`src/hdl/dlts_pkg.sv`:
```
// ----------------------------------------------------------------------------
// Delta-list task scheduler package
// Shared types, constants and the millisecond-to-tick conversion.
// ----------------------------------------------------------------------------
package dlts_pkg;

  localparam int MaxTasksDefault = 16;
  localparam int MaxResults      = 16;
  localparam int DeltaW          = 29;
  localparam int TickMs          = 10;

  typedef enum logic [1:0] {
    REQ_ADD      = 2'd0,
    REQ_TICK     = 2'd1,
    REQ_DISPATCH = 2'd2,
    REQ_NONE     = 2'd3
  } req_t;

  typedef enum logic [2:0] {
    KIND_ADDED = 3'd0,
    KIND_FULL  = 3'd1,
    KIND_TICK  = 3'd2,
    KIND_DUE   = 3'd3,
    KIND_NONE  = 3'd4
  } kind_t;

  // One queued command word between the front and back parts.
  typedef struct packed {
    req_t        req;
    logic [7:0]  handle;
    logic [31:0] delay_ms;
    logic [31:0] period_ms;
  } cmd_t;

  // Quotient by ten through a reciprocal multiply and one correction.
  function automatic logic [31:0] div10(input logic [31:0] v);
    logic [63:0] prod;
    logic [31:0] q;
    logic [35:0] rem;
    begin
      prod = {32'd0, v} * 64'hCCCC_CCCD;
      q    = {3'd0, prod[63:35]};
      rem  = {4'd0, v} - ({4'd0, q} * 36'd10);
      if (rem >= 36'd10) q = q + 32'd1;
      div10 = q;
    end
  endfunction

endpackage

```
`src/hdl/dlts_front.sv`:
```
// ----------------------------------------------------------------------------
// Delta-list task scheduler front part
// Accepts command words and holds them in a short queue for the back part.
// ----------------------------------------------------------------------------
module dlts_front import dlts_pkg::*; (
  input  logic        clk,
  input  logic        rst,
  input  logic        start,
  input  logic [1:0]  req_type,
  input  logic [7:0]  task_handle,
  input  logic [31:0] delay_ms,
  input  logic [31:0] period_ms,
  output logic        busy,
  output logic        cmd_valid,
  output cmd_t        cmd,
  input  logic        cmd_take
);

  localparam int Depth = 2;

  cmd_t       queue [Depth];
  logic [0:0] wr_ptr;
  logic [0:0] rd_ptr;
  logic [1:0] count;
  logic       push;

  // Unknown request words are dropped here; they cause no result.
  assign busy      = (count == 2'(Depth));
  assign push      = start && !busy && (req_t'(req_type) != REQ_NONE);
  assign cmd_valid = (count != 2'd0);
  assign cmd       = queue[rd_ptr];

  always_ff @(posedge clk) begin
    if (push) begin
      queue[wr_ptr] <= '{req_t'(req_type), task_handle, delay_ms, period_ms};
    end
    if (rst) begin
      wr_ptr <= '0;
      rd_ptr <= '0;
      count  <= '0;
    end else begin
      if (push) wr_ptr <= wr_ptr + 1'b1;
      if (cmd_take) rd_ptr <= rd_ptr + 1'b1;
      count <= count + 2'(push) - 2'(cmd_take);
    end
  end

  assert property (@(posedge clk) disable iff (rst) cmd_take |-> cmd_valid)
    else $error("queue read while empty");
  assert property (@(posedge clk) disable iff (rst) count <= 2'(Depth))
    else $error("queue overflow");
  assert property (@(posedge clk) disable iff (rst)
    (push && !cmd_take) |=> count == $past(count) + 2'd1)
    else $error("queue count lost a push");

endmodule

```
`config.mk`:
```
export PLATFORM = sky130hd
export DESIGN_NAME = dlts_front
export DESIGN_NICKNAME = d
export VERILOG_FILES = /design/src/hdl/dlts_pkg.sv /design/src/hdl/dlts_front.sv
export SDC_FILE = /design/constraint.sdc
export NUM_CORES = 1
export LEC_CHECK = 0
export BUFFER_PORTS_ARGS = -buffer_cell sky130_fd_sc_hd__buf_4
export CAP_MARGIN = 20
export CORE_ASPECT_RATIO = 1.1
export CORE_MARGIN = 4
export CORE_UTILIZATION = 38
export CTS_CLUSTER_DIAMETER = 120
export DETAILED_ROUTE_END_ITERATION = 7
export PLACE_DENSITY = 0.69
export SYNTH_ARGS = -nofsm -noshare
export SYNTH_HDL_FRONTEND = slang
export SYNTH_SLANG_ARGS = --single-unit
export TNS_END_PERCENT = 50
```
`constraint.sdc`:
```
create_clock -name clk -period 5.3 [get_ports clk]
set_clock_uncertainty 0.05 [all_clocks]
set_input_delay 0.795 -clock clk [delete_from_list [all_inputs] [get_ports clk]]
set_output_delay 0.795 -clock clk [all_outputs]
set_load 0.03 [all_outputs]
```
# After elaboration in Yosys (flattened, before gate mapping)
# Memory sizes are Yosys's and may differ from the RTL's. A register that Yosys moved wholly into a read port is not among the register bits.
# Index checks and enable logic that the tools add are counted.
# classes
add_sub_neg	4
n_eq_ne	2
muxes	4
n_reduce_logical	4
# ops
operator	count
$mux 1	4
$add 1x1->1 const B	2
$add 2x1->2	1
$eq 2x2->1 const B	1
$logic_and 1x1->1	2
$ne 2x2->1 const B	1
$reduce_bool 2->1	1
$sub 2x1->2	1
$logic_not 1->1	1
# word_totals
reg_bits	4
mem_bits_rw	148
input_bits	78
out_inout_bits	76
word_cells	18
mem_count	1
# mem_list
memory	depth	width	read_ports	rd_ports_with_merged_regs	write_ports	line	text
queue	2	74	1	1	1	dlts_front.sv:21	cmd_t queue [Depth];

# Depth between registers and ports, before layout
# Gate-level depths: netlist of run 1.
# depth
ltp_word	6
ltp_mapped	8
ltp_nobuf	8

# Worst setup path before layout of run 1
# Ideal clock, no wire load.
# synth_timing
kind	input to register
start	in req_type[0]
end	mem queue[0][0] in the netlist's numbering, enable pin
setup_ps	507
arrival_ps	4085
required_ps	4743
slack_ps	658
stages	3
n_path_buf	0
path_cell_list	nand2_1 -> nand3b_4 -> nor2_1
# synth_via
elab_chain_cells	4
# synth_lines
element	line	text
start, declared	dlts_front.sv:9	input logic [1:0] req_type,
$ne 2x2->1	dlts_front.sv:29	assign push = start && !busy && (req_t'(req_type) != REQ_NONE);
$logic_and 1x1->1	dlts_front.sv:29	
$mux 1	dlts_front.sv:34	if (push) begin
$mux 1 (implied by the code)	dlts_front.sv:35	queue[wr_ptr] <= '{req_t'(req_type), task_handle, delay_ms, period_ms};
end, declared	dlts_front.sv:21	
# Every way passes these cells.

==> reports/metrics.cfg, run 1 <==
[floorplan]
core_mm2 = 0.0151
chipWidth_um = 126
die_area_mm2 = 0.0174
start_util_pct = 38.8
top_level_ports = 154
die_y_um = 138
std_cell_rows = 47

[worst_hold_path]
hold_path_end = rd_ptr
hold_path_depth = 2
holdCritPathClass = flop to flop
hp-start = rd_ptr

[pwr]
power.share.switching_pct = 24.9
p_per_area_mw_per_mm2 = 416
leakagePower_nw = 3.03
clkPwrFrac_pct = 37.1
fin_total_pwr_mw = 3.24
power_frac_comb_pct = 17.0
power_frac_seq_pct = 45.8
p_sw_uw = 806
peakVddDrop_uv = 246
p_int_mw = 2.43

[synth]
yosys.area.top_type = edfxtp_1
synth_nets = 336
yosysWarnings = 0
synth.distinct_cells = 18
syn_area_per_cell_um2 = 22.8
synth.cell_area_mm2 = 0.00584
synth_top_area_share_pct = 76.1
synth-seq-cells = 153
syn_inst = 256
ys_top_cells_by_area = edfxtp_1, mux2_4, mux2_2, dfxtp_1, buf_6
yosysSeqAreaShare_pct = 77.8

[placed_design]
dp.cells = 600
placed_area_mm2 = 0.00719
io_buffers = 153
hpwl_um = 7020
detailedPlace.worstSlack_ps = 2240
finalWeightedCongestion = 0.672

[cells_and_area]
drive_above_1_share_pct = 61.5
fin_area_mm2 = 0.00779
fin_util_pct = 51.8
area_growth_pct = 33.4
finalNetCount = 503
antenna_cells = 0
stdcell_count = 632

[clocking]
clkSinkCount = 153
path_clk_slew_ps = 60
post_cts_resize_count = 0
cts_max_level = 4
numCtsBuffers = 17
root_buffer = clkbuf_16
post_cts_buffers = 0
clock_latency_ps = 410
cts_tree = yes
cts_buffer_depth = 2
hold_buffers = 0

[drt]
num_vias = 2854
viasPerCell = 4.52
drtIter0Drc = 149
drt_wl_total_um = 10400
wl_per_cell_um = 16.5
drcViolationCount = 0
ant_nets = 0
firstDrtPassIters = 6

[setup_path]
crit_fanout = 57
worstReg2RegEnd = queue[0][7]
critPathRequiredTime_ps = 4450
worstSetupEndpointType = output port
crit_path_start_kind = flop
r2r_setup_slack_ps = 2820
critical_path_class = flop to output port
reg2reg_depth = 4
critPathArrivalTime_ps = 2470
r2r_start = count[1]

[grt]
grt_max_degree = 58
grt-ovfl-total = 0
grtUsageTotal_pct = 12.3
antenna_found_initial = 0
grt_pass1_vias = 3179
grt_pass1_wl_um = 16300

[sta]
worst_slack_ps = 1990
fin_crit_sh_pct = 62.5
tns_ps = 0
tightestPinTransition_ps = 1020
setup_viol = 0
period_minus_slack_ps = 3310
drv_slew = 0
slew-limit-headroom_pct = 32.2
clock.fmax_ghz = 0.302
rsz0062_at_grt = no
finalHoldViolations = 0
holdWs_ps = 460

[job]
cap_viol_max_count = 0

[run_status]
outcome = complete, no violations

-- how the worst max path moves through the flow --
stage                 from            to  slack (ps)  depth (start not counted)
2_1_floorplan  req_type[0]   queue[0][0]         660                          3
3_3_place_gp   req_type[0]  queue[0][35]        2320                          5
3_5_place_dp   req_type[0]   queue[1][5]        2240                          5
4_1_cts               flop       cmd[23]        1930                          3
5_1_grt               flop       cmd[23]        1870                          3
6_report              flop       cmd[23]        1990                          3
-- cell type report --
type                       count  area (µm²)
fill                        1243        7260
tap                          196         245
multi-input combinational     93        1220
clock buffer                  18         429
sequential                   153        4550
timing repair buffer         156        1170
clock inverter                14         171
inverter                       2        7.51
-- cell usage after synthesis --
master    count
inv_1         2
mux2_2       14
nor2b_1       1
mux2_4       61
buf_6         7
edfxtp_1    148
dfxtp_1       5
buf_2         1
ha_1          2
nand2_1       1
xnor2_1       1
nand3b_4      1
nor2_1        7
nor2b_4       1
nor3_1        1
xor2_1        1
and2_1        1
or2_2         1
-- flip-flops by register name, indices dropped and copies added, names as in the netlist, named ones only --
signal	cells
count	2
queue	148
rd_ptr	1
wr_ptr	1
-- worst max-delay path, stage by stage (launching register included) --
cell and delay (ps):
dfxtp_4 1010, buf_4 480, mux2_4 350, buf_4 170
-- logic make-up (layout without fill, tap and decap cells) --
kind of cell	count (synthesis)	after routing	synth area share [%]
flops	153	153	77.8
mux	75	75	18.4
simple gates	14	14	1.50
buf+inv	10	190	1.56
fa+ha+maj	2	2	0.428
xor+xnor	2	2	0.300
-- metal layers --
layer / global-route usage [%] / up-vias / part of all wire (%)
met5: 0 / - / 0
li1: - / 1339 / -
met2: 21.0 / 100 / 53
met1: 13.7 / 1402 / 38
met3: 4.98 / 13 / 7.5
met4: 5.25 / 0 / 1.7
-- placed cells by master (no fill, tap or decap) --
master	count
nand2_1	1
dfxtp_4	1
and2_1	1
or2_2	1
clkbuf_1	1
nor2b_4	1
xor2_1	1
inv_1	2
clkinv_4	3
ha_1	2
nor2_1	5
xnor2_1	1
nor3_1	1
edfxtp_1	148
nand3b_4	1
bufinv_16	3
nor2b_1	1
mux2_4	61
clkinvlp_4	3
mux2_2	14
inv_6	2
dfxtp_1	4
buf_4	156
clkbuf_16	17
clkinv_2	3
nor2_4	2
-- power by group through the flow --
stage               Sequential (mW)  Combinational, mW  Clock [mW]
floorplan                      1.49              0.378           0
global placement               1.51              0.553           0
detailed placement             1.51              0.560           0
CTS                            1.49              0.562        1.24
global route                   1.50              0.583        1.29
finish                         1.48              0.552        1.20
(Power assumes the default switching activity.)
==> run 2, diff against run 1 <==
--- a/config.mk
+++ b/config.mk
@@ -5,6 +5,7 @@
 export SDC_FILE = /design/constraint.sdc
 export NUM_CORES = 1
 export LEC_CHECK = 0
+export ABC_AREA = 1
 export BUFFER_PORTS_ARGS = -buffer_cell sky130_fd_sc_hd__buf_4
 export CAP_MARGIN = 20
 export CORE_ASPECT_RATIO = 1.1
@@ -12,7 +13,7 @@
 export CORE_UTILIZATION = 38
 export CTS_CLUSTER_DIAMETER = 120
 export DETAILED_ROUTE_END_ITERATION = 7
-export PLACE_DENSITY = 0.69
+export PLACE_DENSITY = 0.71
 export SYNTH_ARGS = -nofsm -noshare
 export SYNTH_HDL_FRONTEND = slang
 export SYNTH_SLANG_ARGS = --single-unit
==> constraint.sdc (replaced) <==
create_clock -name clk -period 2.7 [get_ports clk]
set_clock_uncertainty 0.05 [all_clocks]
set_input_delay 0.405 -clock clk [delete_from_list [all_inputs] [get_ports clk]]
set_output_delay 0.405 -clock clk [all_outputs]
set_load 0.03 [all_outputs]
==> reports/metrics.cfg, run 2 <==
[synth]
yosys.area.top_type = edfxtp_1
yosysSeqAreaShare_pct = 77.9
syn_inst = 267
yosys_most_used_dff = edfxtp_1
syn_area_per_cell_um2 = 21.9
synth_nets = 347
synth_edf_count = 148
yosysWarnings = 0
synth.distinct_cells = 14
post-synth-top-count-cell = edfxtp_1
synth.cell_area_mm2 = 0.00583
async_flop_share_pct = 0
ys_top_cells_by_area = edfxtp_1, mux2_4, mux2_2, dfxtp_1, buf_6
ys_top_cells_by_count = edfxtp_1, mux2_4, mux2_2
synth_top_area_share_pct = 76.2
synth-seq-cells = 153

[setup_path]
crit_fanout = 30
worstSetupEndpointType = output port
path_buf_inv = 2
max_stage_delay_ps = 610
crit_family = flip-flops
slowest_stage = dfxtp_4
cp_num_cells = 3
crit_path_start_kind = flop
critPathRequiredTime_ps = 2250
reg2reg_depth = 6
critical_path_class = flop to output port
cp_cell_sequence = buf_12, mux2_2, buf_4
critPathArrivalTime_ps = 1880

[pwr]
fin_total_pwr_mw = 6.27
p_per_area_mw_per_mm2 = 799
leakagePower_nw = 3.08
peakVddDrop_uv = 433

[floorplan]
top_level_ports = 154
die_area_mm2 = 0.0174
die_y_um = 138
std_cell_rows = 47
start_util_pct = 38.8
core_mm2 = 0.0151
chipWidth_um = 126

[cells_and_area]
area_growth_pct = 34.4
antenna_cells = 0
largest_reg_flops = 148
fin_area_mm2 = 0.00784
reg_top3 = queue x148, count x2
drive_above_1_share_pct = 58.4
top_register = queue
layout_common_cells = buf_4, edfxtp_1, mux2_4, clkbuf_16, mux2_2
layout_commonest_cell = buf_4
finalNetCount = 517

[drt]
num_vias = 2939
viasPerCell = 4.55
firstDrtPassIters = 4
drtIter0Drc = 130
drt_wl_total_um = 10600
wl_per_cell_um = 16.4
ant_nets = 0
drcViolationCount = 0

[clocking]
hold_buffers = 0
clock_latency_ps = 410
post_cts_resize_count = 0
cts_buffer_depth = 2
numCtsBuffers = 17
post_cts_buffers = 0
path_clk_slew_ps = 60
cts_max_level = 4
cts_tree = yes
root_buffer = clkbuf_16
clkSinkCount = 153

[sta]
clock.fmax_ghz = 0.428
finalHoldViolations = 0
fin_crit_sh_pct = 86.6
slew-limit-headroom_pct = 65.4
setup_viol = 0
rsz0062_at_grt = no
drv_slew = 0
period_minus_slack_ps = 2340
tns_ps = 0
tightestPinTransition_ps = 518
holdWs_ps = 126

[grt]
grtUsageTotal_pct = 12.1
grt_pass1_vias = 3152
grt_max_degree = 38
grt_pass1_wl_um = 15800
antenna_found_initial = 0
grt-ovfl-total = 0

[worst_hold_path]
hold_path_depth = 2
holdCritPathClass = primary input to flop

[placed_design]
hpwl_um = 7210
io_buffers = 153
finalWeightedCongestion = 0.710
placed_area_mm2 = 0.00724

[job]
cap_viol_max_count = 0

[run_status]
outcome = complete, no violations

## run 2: cell count changes after synthesis, sizes merged, moves of 2 or more
cell,previous run,this run
nor2b,2,0
nand2,1,8
inv,2,9
nor2,7,9
## run 2: layout make-up
cell class / instances / area (µm²)
Fill cell: 1253 / 7210
Sequential cell: 153 / 4550
Timing Repair Buffer: 159 / 1230
Multi-Input combinational cell: 97 / 1180
Clock buffer: 25 / 485
Tap cell: 196 / 245
Clock inverter: 7 / 116
Inverter: 9 / 35.0
## run 2: metal layers
layer  up-vias  wire length (µm)  global-route usage [%]
li1       1374                 -                       -
met1      1440              3950                    13.0
met2       113              5690                    21.4
met3        12               825                    5.12
met4         0               134                    4.47
met5         -                 0                       0
## run 2: kinds of logic (layout without fill, tap and decap cells)
logic type	after synthesis	after routing	share of synthesized area (%)
adder cells (fa/ha/maj)	2	2	0.429
flip-flops	153	153	77.9
multiplexers	74	74	18.1
AND/OR/NAND/NOR	19	19	1.29
AO/OA/AOI/OAI	1	1	0.0857
XOR/XNOR	1	1	0.150
buffers and inverters	17	200	2.02
## run 2: through the flow
stage               util (%)  std cells  setup WS (ps)
floorplan                  -        267            190
detailed placement      48.1        614            780
global route            52.1        646            281
global placement        48.1        614            783
finish                  52.1        646            362
CTS                     52.1        646            327
## run 2: worst paths after layout
| path | start | endpoint | slack [ps] |
|---|---|---|---|
| setup / recovery | flop | cmd[62] | 360 |
| hold / removal | rst | flop | 130 |
| setup reg to reg | count[1] | queue[0][32] | 980 |
| hold reg to reg | rd_ptr | rd_ptr | 470 |
## run 2: power by group
| part | switching (mW) | internal [mW] | total [mW] |
|---|---|---|---|
| logic | 0.568 | 0.466 | 1.03 |
| registers | 0.0574 | 2.80 | 2.85 |
| clock network | 0.850 | 1.53 | 2.38 |
==> run 3, diff against run 2 <==
--- a/config.mk
+++ b/config.mk
@@ -8,12 +8,14 @@
 export ABC_AREA = 1
 export BUFFER_PORTS_ARGS = -buffer_cell sky130_fd_sc_hd__buf_4
 export CAP_MARGIN = 20
+export CELL_PAD_IN_SITES_DETAIL_PLACEMENT = 0
+export CELL_PAD_IN_SITES_GLOBAL_PLACEMENT = 1
 export CORE_ASPECT_RATIO = 1.1
 export CORE_MARGIN = 4
 export CORE_UTILIZATION = 38
 export CTS_CLUSTER_DIAMETER = 120
 export DETAILED_ROUTE_END_ITERATION = 7
-export PLACE_DENSITY = 0.71
+export PLACE_DENSITY = 0.7
 export SYNTH_ARGS = -nofsm -noshare
 export SYNTH_HDL_FRONTEND = slang
 export SYNTH_SLANG_ARGS = --single-unit
==> reports/metrics.cfg, run 3 (same netlist as run 2, synthesis figures left out) <==
[setup_path]
worstReg2RegEnd = count[1]
crit_fanout = 31
crit_path_frequent_cell = buf_4
crit_path_start_kind = flop
worstSetupEndpointType = output port
critPathRequiredTime_ps = 2250
max_stage_delay_ps = 700
critical_path_class = flop to output port
cp_cell_sequence = buf_4, mux2_4, buf_4
r2r_start = count[1]
reg2reg_depth = 11
path_buf_inv = 2
r2r_setup_slack_ps = 1020
crit_family = flip-flops
slowest_stage = dfxtp_4
critPathArrivalTime_ps = 1910

[sta]
tns_ps = 0
finalHoldViolations = 0
drv_slew = 0
period_minus_slack_ps = 2370
tightestPinTransition_ps = 544
slew-limit-headroom_pct = 63.7
rsz0062_at_grt = no
setup_viol = 0
fin_crit_sh_pct = 87.7
clock.fmax_ghz = 0.422

[clocking]
post_cts_resize_count = 0
cts_max_level = 4
root_buffer = clkbuf_16
clock_latency_ps = 410
post_cts_buffers = 0
hold_buffers = 0
path_clk_slew_ps = 60
cts_tree = yes
clkSinkCount = 153
cts_buffer_depth = 2
numCtsBuffers = 17

[cells_and_area]
largest_reg_flops = 148
layout_commonest_cell = buf_4
stdcell_count = 646
reg_top3 = queue x148, count x2
antenna_cells = 0
layout_common_cells = buf_4, edfxtp_1, mux2_4, clkbuf_16, mux2_2
fin_util_pct = 51.9
fin_area_mm2 = 0.00782
top_register = queue
drive_above_1_share_pct = 58.2
finalNetCount = 518
area_growth_pct = 34.0

[floorplan]
chipWidth_um = 126
die_area_mm2 = 0.0174
top_level_ports = 154
start_util_pct = 38.8
std_cell_rows = 47
core_mm2 = 0.0151
die_y_um = 138

[drt]
ant_nets = 0
viasPerCell = 4.46
firstDrtPassIters = 4
wl_per_cell_um = 16.1
drt_wl_total_um = 10400
drcViolationCount = 0
drt-met1-wl_um = 4100
drtIter0Drc = 180
wl_met3_um = 780
num_vias = 2884
highest_layer = met4
wl_met2_um = 5370

[grt]
grt_pass1_vias = 3187
grt_pass1_wl_um = 15900
antenna_found_initial = 0
grt_max_degree = 61
grt-ovfl-total = 0
grtUsageTotal_pct = 12.1

[pwr]
p_per_area_mw_per_mm2 = 778
leakagePower_nw = 3.07
peakVddDrop_uv = 374
fin_total_pwr_mw = 6.08

[worst_hold_path]
hp-start = task_handle[5]
hold_path_end = queue[1][69]
hold_path_depth = 1
holdCritPathClass = primary input to flop

[placed_design]
hpwl_um = 7050
finalWeightedCongestion = 0.674
placed_area_mm2 = 0.00727
dp.cells = 615
io_buffers = 153

[run_status]
outcome = complete, no violations

[job]
cap_viol_max_count = 0

-- run 3: cell types whose count changed in the layout (fill, tap and decap cells not counted), moves of 2 or more --
| cell | before | now |
|---|---|---|
| buf_12 | 3 | 5 |
| clkbuf_8 | 3 | 0 |
| clkinv_1 | 0 | 2 |
| clkinv_2 | 3 | 5 |
-- run 3: worst max-delay path by stage --
| stage | start | end | slack (ps) | cells after the start |
|---|---|---|---|---|
| after floorplan | req_type[0] | queue[1][0] | 190 | 3 |
| after global placement | flop | cmd[6] | 750 | 3 |
| after detailed placement | flop | cmd[1] | 720 | 3 |
| after CTS | flop | cmd[1] | 270 | 3 |
| after global routing | flop | cmd[1] | 240 | 3 |
| final | flop | cmd[1] | 330 | 3 |
-- run 3: final cells by class --
| class | instances | area [µm²] |
|---|---|---|
| Clock inverter | 10 | 104 |
| Timing Repair Buffer | 160 | 1260 |
| Inverter | 9 | 35.0 |
| Sequential cell | 153 | 4550 |
| Multi-Input combinational cell | 97 | 1180 |
| Fill cell | 1269 | 7240 |
| Tap cell | 196 | 245 |
| Clock buffer | 21 | 440 |
-- run 3: power by group --
| part | total, mW | internal (mW) | switching [mW] |
|---|---|---|---|
| Combinational | 1.04 | 0.475 | 0.562 |
| Clock | 2.19 | 1.34 | 0.846 |
| Sequential | 2.86 | 2.79 | 0.0623 |
-- run 3: metrics by stage --
step	hold slack (ps)	setup slack, ps
final	130	331
after CTS	107	269
after detailed placement	450	718
after global routing	105	235
after global placement	447	746
after floorplan	426	190
-- run 3: routing by layer --
| layer | vias to the layer above | global-route usage, % |
|---|---|---|
| met1 | 1409 | 13.5 |
| met4 | 0 | 5.18 |
| met2 | 95 | 20.9 |
| met5 | - | 0 |
| met3 | 11 | 4.62 |
| li1 | 1369 | - |
